## src/rtl/rrts_pkg.sv

```systemverilog
// Shared constants, types and event codes of the round-robin time-slice scheduler.
`timescale 1ns / 1ps

package rrts_pkg;

  localparam int RING_DEPTH    = 64;
  localparam int DURATION_BITS = 16;

  localparam int IDX_W   = $clog2(RING_DEPTH);
  localparam int CNT_W   = $clog2(RING_DEPTH + 1);
  localparam int TAG_W   = 8;
  localparam int DUR_W   = DURATION_BITS;
  localparam int QUANT_W = 10;
  localparam int TIME_W  = 32;

  // Port field widths.
  localparam int DUR_PORT_W = 16;
  localparam int KIND_W     = 3;
  localparam int QCNT_W     = 7;
  localparam int IN_DATA_W  = 24;
  localparam int OUT_DATA_W = 64;

  localparam logic [QUANT_W-1:0] QUANTUM_RESET = 10'd10;
  localparam logic [QUANT_W-1:0] SLICE_MAX     = {QUANT_W{1'b1}};

  typedef enum logic [KIND_W-1:0] {
    EV_ACCEPTED  = 3'd0,
    EV_REJECTED  = 3'd1,
    EV_IDLE      = 3'd2,
    EV_RAN       = 3'd3,
    EV_COMPLETED = 3'd4,
    EV_ROTATED   = 3'd5
  } event_kind_t;

  typedef enum logic {
    REQ_ARRIVAL = 1'b0,
    REQ_TICK    = 1'b1
  } req_type_t;

  typedef struct packed {
    logic [TAG_W-1:0] tag;
    logic [DUR_W-1:0] duration;
    logic [DUR_W-1:0] remaining;
  } ring_entry_t;

endpackage

```

## src/rtl/round_robin_time_slice_scheduler_unit.sv

```systemverilog
// Top level of the round-robin time-slice scheduler: ring memory, control and result register.
`timescale 1ns / 1ps

// Round-robin scheduler with a configurable quantum. An arrival beat (in_tuser = 0) appends a job
// to the ready ring; a tick beat (in_tuser = 1) gives one time unit to the front job, retires
// it when done or moves it to the back after a full quantum, and advances the time counter.
// Every input beat yields exactly one output beat. An item passes through the accept cycle,
// in which the front entry of the ring memory is read, and then the execute state, in which
// the registered read data is updated and written back. The ready ring is a single-port-write
// memory with a registered read. The block takes a new item while a finished result still
// waits in the output register; it stays in the execute state only while that register is
// full and not being drained. No clearing pass is needed after reset, since a ring entry is
// only read after it has been written.
module round_robin_time_slice_scheduler_unit (
  input  logic                            clk,
  input  logic                            rst_n,
  // Configuration: quantum.
  input  logic                            cfg_wr_en,
  input  logic [rrts_pkg::QUANT_W-1:0]    cfg_wr_data,
  // Input stream.
  input  logic                            in_tvalid,
  output logic                            in_tready,
  input  logic [rrts_pkg::IN_DATA_W-1:0]  in_tdata,   // job_tag[7:0], job_duration[23:8]
  input  logic                            in_tuser,   // req_type
  // Result stream.
  output logic                            out_tvalid,
  input  logic                            out_tready,
  output logic [rrts_pkg::OUT_DATA_W-1:0] out_tdata,  // out_tag[7:0], out_duration[23:8],
                                                      // consumed[24], time_now[56:25],
                                                      // queue_count[63:57]
  output logic [rrts_pkg::KIND_W-1:0]     out_tuser   // event_kind
);

  typedef enum logic [1:0] {
    S_IDLE = 2'b01,
    S_EXEC = 2'b10
  } state_t;

  state_t                          st_r, st_nxt;
  logic [rrts_pkg::QUANT_W-1:0]    quantum_r;
  logic [rrts_pkg::IDX_W-1:0]      head_r, head_nxt;
  logic [rrts_pkg::IDX_W-1:0]      tail_r, tail_nxt;
  logic [rrts_pkg::CNT_W-1:0]      occ_r, occ_nxt;
  logic [rrts_pkg::QUANT_W-1:0]    slice_r, slice_nxt;
  logic [rrts_pkg::TIME_W-1:0]     time_r, time_nxt;

  // Latched input item.
  logic                            req_r;
  logic [rrts_pkg::TAG_W-1:0]      tag_r;
  logic [rrts_pkg::DUR_W-1:0]      dur_r;

  // Ring memory.
  rrts_pkg::ring_entry_t           ring_mem [rrts_pkg::RING_DEPTH];
  rrts_pkg::ring_entry_t           rd_q_r;
  logic                            wr_en;
  logic [rrts_pkg::IDX_W-1:0]      wr_addr;
  rrts_pkg::ring_entry_t           wr_data;

  // Output register.
  logic                            out_tvalid_r;
  logic [rrts_pkg::OUT_DATA_W-1:0] out_tdata_r;
  logic [rrts_pkg::KIND_W-1:0]     out_tuser_r;

  // Result of the item in flight.
  rrts_pkg::event_kind_t           res_kind;
  logic [rrts_pkg::TAG_W-1:0]      res_tag;
  logic [rrts_pkg::DUR_W-1:0]      res_dur;
  logic                            res_used;

  logic                            in_acc;
  logic                            out_free;
  logic                            commit;
  logic                            ring_full;
  logic                            ring_empty;
  logic                            give;
  logic [rrts_pkg::DUR_W-1:0]      rem_new;
  logic [rrts_pkg::QUANT_W-1:0]    slice_inc;
  logic [rrts_pkg::IDX_W-1:0]      head_inc;
  logic [rrts_pkg::IDX_W-1:0]      tail_inc;

  assign in_tready  = (st_r == S_IDLE);
  assign in_acc     = in_tvalid && in_tready;
  assign out_free   = !out_tvalid_r || out_tready;
  assign commit     = (st_r == S_EXEC) && out_free;
  assign ring_full  = (occ_r == rrts_pkg::CNT_W'(rrts_pkg::RING_DEPTH));
  assign ring_empty = (occ_r == '0);

  assign head_inc = (head_r == rrts_pkg::IDX_W'(rrts_pkg::RING_DEPTH - 1)) ? '0
                                                                          : head_r + 1'b1;
  assign tail_inc = (tail_r == rrts_pkg::IDX_W'(rrts_pkg::RING_DEPTH - 1)) ? '0
                                                                          : tail_r + 1'b1;

  // Front job update for a tick.
  assign give      = (rd_q_r.duration != '0) && (rd_q_r.remaining != '0);
  assign rem_new   = give ? rd_q_r.remaining - 1'b1 : rd_q_r.remaining;
  assign slice_inc = (give && (slice_r != rrts_pkg::SLICE_MAX)) ? slice_r + 1'b1 : slice_r;

  always_comb begin
    st_nxt    = st_r;
    head_nxt  = head_r;
    tail_nxt  = tail_r;
    occ_nxt   = occ_r;
    slice_nxt = slice_r;
    time_nxt  = time_r;
    wr_en     = 1'b0;
    wr_addr   = tail_r;
    wr_data   = '{tag: tag_r, duration: dur_r, remaining: dur_r};
    res_kind  = rrts_pkg::EV_ACCEPTED;
    res_tag   = tag_r;
    res_dur   = dur_r;
    res_used  = 1'b0;

    if (req_r == rrts_pkg::REQ_ARRIVAL) begin
      if (ring_full) begin
        res_kind = rrts_pkg::EV_REJECTED;
      end else begin
        wr_en    = 1'b1;
        tail_nxt = tail_inc;
        occ_nxt  = occ_r + 1'b1;
      end
    end else begin
      time_nxt = time_r + 1'b1;
      if (ring_empty) begin
        res_kind = rrts_pkg::EV_IDLE;
        res_tag  = '0;
        res_dur  = '0;
      end else begin
        res_tag  = rd_q_r.tag;
        res_dur  = rd_q_r.duration;
        res_used = give;
        wr_data  = '{tag: rd_q_r.tag, duration: rd_q_r.duration, remaining: rem_new};
        if (rem_new == '0) begin
          res_kind  = rrts_pkg::EV_COMPLETED;
          head_nxt  = head_inc;
          occ_nxt   = occ_r - 1'b1;
          slice_nxt = '0;
        end else if (slice_inc >= quantum_r) begin
          // The updated entry moves to the tail slot; in a full ring that is the head slot.
          res_kind  = rrts_pkg::EV_ROTATED;
          wr_en     = 1'b1;
          wr_addr   = tail_r;
          head_nxt  = head_inc;
          tail_nxt  = tail_inc;
          slice_nxt = '0;
        end else begin
          res_kind  = rrts_pkg::EV_RAN;
          wr_en     = 1'b1;
          wr_addr   = head_r;
          slice_nxt = slice_inc;
        end
      end
    end

    if (!commit) begin
      wr_en = 1'b0;
    end

    case (st_r)
      S_IDLE: begin
        if (in_acc) begin
          st_nxt = S_EXEC;
        end
      end
      S_EXEC: begin
        if (commit) begin
          st_nxt = S_IDLE;
        end
      end
      default: st_nxt = S_IDLE;
    endcase
  end

  // The head entry is read every cycle; no write lands during the cycle that uses it.
  always_ff @(posedge clk) begin
    rd_q_r <= ring_mem[head_r];
    if (wr_en) begin
      ring_mem[wr_addr] <= wr_data;
    end
  end

  always_ff @(posedge clk) begin
    if (!rst_n) begin
      st_r      <= S_IDLE;
      quantum_r <= rrts_pkg::QUANTUM_RESET;
      head_r    <= '0;
      tail_r    <= '0;
      occ_r     <= '0;
      slice_r   <= '0;
      time_r    <= '0;
    end else begin
      st_r <= st_nxt;
      if (cfg_wr_en) begin
        quantum_r <= cfg_wr_data;
      end
      if (commit) begin
        head_r  <= head_nxt;
        tail_r  <= tail_nxt;
        occ_r   <= occ_nxt;
        slice_r <= slice_nxt;
        time_r  <= time_nxt;
      end
    end
  end

  always_ff @(posedge clk) begin
    if (in_acc) begin
      req_r <= in_tuser;
      tag_r <= in_tdata[rrts_pkg::TAG_W-1:0];
      dur_r <= rrts_pkg::DUR_W'(in_tdata[rrts_pkg::TAG_W +: rrts_pkg::DUR_PORT_W]);
    end
  end

  always_ff @(posedge clk) begin
    if (!rst_n) begin
      out_tvalid_r <= 1'b0;
    end else if (commit) begin
      out_tvalid_r <= 1'b1;
    end else if (out_tready) begin
      out_tvalid_r <= 1'b0;
    end
  end

  always_ff @(posedge clk) begin
    if (commit) begin
      out_tuser_r <= res_kind;
      out_tdata_r <= {rrts_pkg::QCNT_W'(occ_nxt), time_r, res_used,
                      rrts_pkg::DUR_PORT_W'(res_dur), res_tag};
    end
  end

  assign out_tvalid = out_tvalid_r;
  assign out_tdata  = out_tdata_r;
  assign out_tuser  = out_tuser_r;

endmodule
```

## config.mk

```make
export PLATFORM = sky130hd
export DESIGN_NAME = round_robin_time_slice_scheduler_unit
export DESIGN_NICKNAME = d
export VERILOG_FILES = /design/src/rtl/rrts_pkg.sv /design/src/rtl/round_robin_time_slice_scheduler_unit.sv
export SDC_FILE = /design/constraint.sdc
export NUM_CORES = 2
export LEC_CHECK = 0
export BUFFER_PORTS_ARGS = -buffer_cell sky130_fd_sc_hd__clkbuf_2
export CELL_PAD_IN_SITES_DETAIL_PLACEMENT = 0
export CELL_PAD_IN_SITES_GLOBAL_PLACEMENT = 2
export CORE_MARGIN = 2
export CORE_UTILIZATION = 51
export CTS_BUF_LIST = sky130_fd_sc_hd__clkbuf_8 sky130_fd_sc_hd__clkbuf_16
export DETAILED_ROUTE_END_ITERATION = 10
export PLACE_DENSITY = 0.77
export SLEW_MARGIN = 20
export SYNTH_ARGS = -nofsm -noshare
export SYNTH_HDL_FRONTEND = slang
export SYNTH_SLANG_ARGS = --single-unit
```

## constraint.sdc

```tcl
create_clock -name clk -period 9.8 [get_ports clk]
set_clock_uncertainty 0.05 [all_clocks]
set_input_delay 1.96 -clock clk [delete_from_list [all_inputs] [get_ports clk]]
set_output_delay 1.96 -clock clk [all_outputs]
set_load 0.01 [all_outputs]
```

After elaboration in Yosys (flattened, before gate mapping). Memory sizes are Yosys's and may differ from the RTL's. A register that Yosys moved wholly into a read port is not among the register bits. Cells that the tools add are included.

Memories kept: 1. Output and inout port bits: 69. Memory bits (read-only): 0. Flip-flop bits (word level): 166. Memory bits (writable): 2560. Latch bits: 0. Input port bits: 40.

Multiply operators: 0. Order comparisons: 1. Equal/unequal tests: 12. Div/mod/pow operators: 0. $add $sub $neg: 7. Shifts and indexed selects: 0. Muxes and demuxes: 44. Reductions and logical operators: 18. Bitwise gates (word level): 2.

Memory list: ring_mem (depth 64, bits a word 40, read ports 1, clocked after Yosys merged registers in 1, write ports 1, RTL line round_robin_time_slice_scheduler_unit.sv:53) `rrts_pkg::ring_entry_t ring_mem [rrts_pkg::RING_DEPTH];`.

Operators with widths (count): 2-to-1 mux 40 bit (2); 2-to-1 mux 6 bit (13); 2-to-1 mux 16 bit (3); adder 32 x 1 -> 32 bit, second input constant (1); nonzero test 16 bit (2); 2-to-1 mux 10 bit (3); 2-to-1 mux 7 bit (4); logical NOT 16 bit (1); 2-to-1 mux 8 bit (2); subtractor 16 x 1 -> 16 bit, second input constant (1); adder 6 x 1 -> 6 bit, second input constant (2); == test 6 bit, second input constant (2); 2-to-1 mux 3 bit (4); adder 10 x 1 -> 10 bit, second input constant (1); >= comparator 10 bit (1); 2-to-1 mux 1 bit (10); != test 10 bit, second input constant (1); != test 2 bit, second input constant (4); adder 7 x 1 -> 7 bit, second input constant (1); == test 7 bit, second input constant (1); logical NOT 7 bit (1); subtractor 7 x 1 -> 7 bit, second input constant (1); AND reduction 5 bit (1); logical AND 1 bit (4); other kinds (13) (18).

Depth between registers and ports, before layout.
Depth in word-level cells: 10. Depth in mapped cells: 18. Mapped depth without buffers: 17.

Worst setup path after synthesis. Ideal clock, no wire load.

Path type: reg-to-reg. Start point: register rd_q_r[9] (netlist name). End point: memory ring_mem[7][0] (netlist bit) (enable). Setup time: 0.548 ns. Required time: 9.202 ns. Path buffers: 1. Data arrival time: 7.725 ns. Slack: 1.477 ns. Cell stages (with the launch flop): 17. Cell sequence: dfxtp_1 -> or3_1 -> clkbuf_1 -> or4_4 -> o21ai_4 -> a31oi_1 -> nand4_1 -> nor2_1 -> xor2_1 -> ha_1 -> a2111oi_0 -> o21ai_0 -> a21oi_1 -> nor2_1 -> a21oi_1 -> nand2_1 -> o41ai_1.

Cells in the longest elaborated chain, start to end: 10. Elaborated cells on any way between the ends: 18.

RTL lines (RTL line): parallel branches: the longest is 10 deep, another holds subtractor 16 x 1 -> 16 bit; end, declared (round_robin_time_slice_scheduler_unit.sv:53).

Several ways; the timed one is not identified.

Worst setup path after layout.
Start point: register rd_q_r[0] (netlist name). End point: memory ring_mem[22][10] (netlist bit) (enable).

Cells in the longest elaborated chain, start to end: 10. Elaborated cells on any way between the ends: 18.

RTL lines: parallel branches: the longest is 10 deep, another holds subtractor 16 x 1 -> 16 bit.

Several ways; the timed one is not identified.

==> reports/metrics.yaml <==
grt_max_degree: 132
timing.rr.end: "ring_mem[22][10]"
yosys.area.top_type: "edfxtp_1"
syn_inst: 4619
post_cts_resized: 0
finalSetupViolCount: 0
grt_util_met2: 0.384
worstMarginPinSlew_ns: 1.16
rsz0062_at_grt: "false"
rrSetupSlack_ns: 3.52
root_buffer: "clkbuf_16"
cts_setup_buffers: 0
start_util: 0.513
syn_avg_cell_area_um2: 23.0
max_freq_mhz: 159
seqPwrFrac: 0.546
htreeDepth: 5
worstSetupPathType: "flop to flop"
final_nets: 5004
grt_first_pass_wirelength_mm: 369
die_w_um: 460
p_per_area_nw_per_um2: 201
power.total_mw: 24.1
final_common_cell: "edfxtp_1"
num_rows: 167
hold_path_class: "flop to flop"
synth_nets: 4677
worstReg2RegStart: "rd_q_r[0]"
yosysTopAreaCellShare: 0.750
ys_ff_latch: 2766
busiest_layer: "met2"
boundaryPins: 109
clock_latency_ns: 0.93
synth.yosys.seq_area_share: 0.771
finalSetupTns_ns: 0
slew_headroom: 0.227
wirelength_mm: 259
finalInstanceArea_um2: 120000
dpl-instance-area_um2: 111000
peakVddDrop_mv: 0.203
drt_iter0_markers: 6147
yosys_warnings: 0
p_int_mw: 19.3
crit_arrival_ns: 6.74
die_area_um2: 212000
synth_ff_type: "edfxtp_1"
wire_per_inst_um: 32.6
cts_tree: "yes"
synth_edf_count: 2652
slew_violations: 0
min_to: "out_tdata[56]"
drive_above_1_share: 0.312
met1_usage: 0.356
routed_via_density: 6.25
antenna_found_initial: 24
clockPowerShare: 0.430
use_met3: 0.0595
worstSetupStartpointType: "flop"
syn_area_um2: 106000
cts_buffer_depth: 4
grt_usage: 0.247
gp_congestion: 0.864
ff2ff_path_depth: 19
grt_pass1_vias: 49300
final_cell_mix: "edfxtp_1 (2652), mux4_2 (840), clkbuf_16 (300)"
crit_path_end_kind: "flop"
dr.pass1.iters: 6
cap_violations: 0
area_growth_pct: 13.2
path_clk_slew_ns: 0.06
sw_frac_of_total: 0.202
grt_overflow: 0
combPwrFrac: 0.024
hold_path_depth: 0
fin_crit_ns: 6.28
run_status: "finished, final reports clean"
clock_sinks: 2766
critPathRequiredTime_ns: 10.26
ant_nets: 0
switching_power_mw: 4.87
dp_hpwl_mm: 156
critPathMaxFanout: 40
vias: 49700
synthDistinctLibCells: 67
port_buffers: 108
ctsHoldBuffers: 0
drcViolationCount: 0
finalHoldViolCount: 0
core-area_um2: 207000
synthTopCellsByArea: "edfxtp_1 (75%), mux4_2 (18%), dfxtp_1 (2.1%)"
whs_ns: 0.417
hp-start: "time_r[31]"
finalCritPeriodShare: 0.640
numCtsBuffers: 293
dieHeight_um: 460
p_leak_nw: 36.6
synthArstFlopShare: 0
power groups by stage:
stage,sequential (mW),clock [mW],combinational [mW]
after CTS,13.2,10.6,0.588
after detailed placement,13.4,0,0.590
final,13.2,10.4,0.584
after floorplan,13.5,0,0.223
after global placement,13.4,0,0.563
after global routing,13.2,11.0,0.621
synth_stat cells, types with 27 or more instances:
library cell  instances
inv_1                51
xor2_1               33
nand2_1             127
clkbuf_1            163
buf_1                66
nand3_1              27
mux4_2              840
a21oi_1              33
o21ai_0              72
dfxtp_1             114
xnor2_1              27
nor3_1               71
nor2_1              111
edfxtp_1           2652
critical path, cell delays in order (launching register included):
cell and delay (ns):
dfxtp_1 0.43, inv_1 0.07, ha_1 0.26, nor3b_1 0.17, nand2_1 0.27, o21ai_4 0.17, a31oi_1 0.40, nand4_1 0.36
nor2_1 0.31, xor2_1 0.12, ha_1 0.21, a2111oi_0 0.33, o21ai_0 0.16, a21oi_1 0.25, nor2_1 0.17, a211oi_4 0.17
buf_4 0.46, mux2_2 0.60, nor3_2 0.23, buf_4 0.61
cells by family after synthesis:
kind of cell | share of synthesized area
mux | 0.181
flops | 0.771
fa+ha+maj | 0.00212
xor+xnor | 0.00495
compound gates | 0.0100
buf+inv | 0.0104
simple gates | 0.0202
flip-flops by register name (all words and copies together) (netlist names):
name and flops:
st_r 2, quantum_r 10, dur_r 16, occ_r 7
rd_q_r 40, time_r 32, head_r 6, out_tdata 64
slice_r 10, tag_r 8, ring_mem 2560, req_r 1
out_tuser 3, out_tvalid 1, tail_r 6
through the flow:
stage	instances	setup slack (ns)	utilization
final	7951	3.52	0.581
after CTS	7943	3.52	0.581
after floorplan	4619	1.48	-
after global placement	7439	3.53	0.537
after detailed placement	7439	3.58	0.537
after global routing	7944	3.15	0.581
cell type report:
class                      instances  area [µm²]
fill                           14800       86800
clock inverter                   200        1360
antenna                            8        20.0
sequential                      2766       81900
multi-input combinational       1563       23900
timing repair buffer             269        1810
tap                             2788        3490
clock buffer                     304        7560
inverter                          53         203
worst max path at each step:
stage | start | end | slack, ns | cells past startpoint
2_1_floorplan | rd_q_r[9] | ring_mem[7][0] | 1.48 | 16
3_3_place_gp | rd_q_r[0] | ring_mem[20][13] | 3.53 | 19
3_5_place_dp | rd_q_r[0] | ring_mem[56][13] | 3.58 | 19
4_1_cts | rd_q_r[0] | ring_mem[16][25] | 3.52 | 19
5_1_grt | rd_q_r[0] | ring_mem[62][9] | 3.15 | 19
6_report | rd_q_r[0] | ring_mem[22][10] | 3.52 | 19
per-layer routing:
layer	wire (µm)	part of all wire
met5	23	0.000089
met4	5660	0.022
met3	24100	0.093
met2	124000	0.48
met1	105000	0.41
Note: power is estimated with default switching activity, not from simulation.
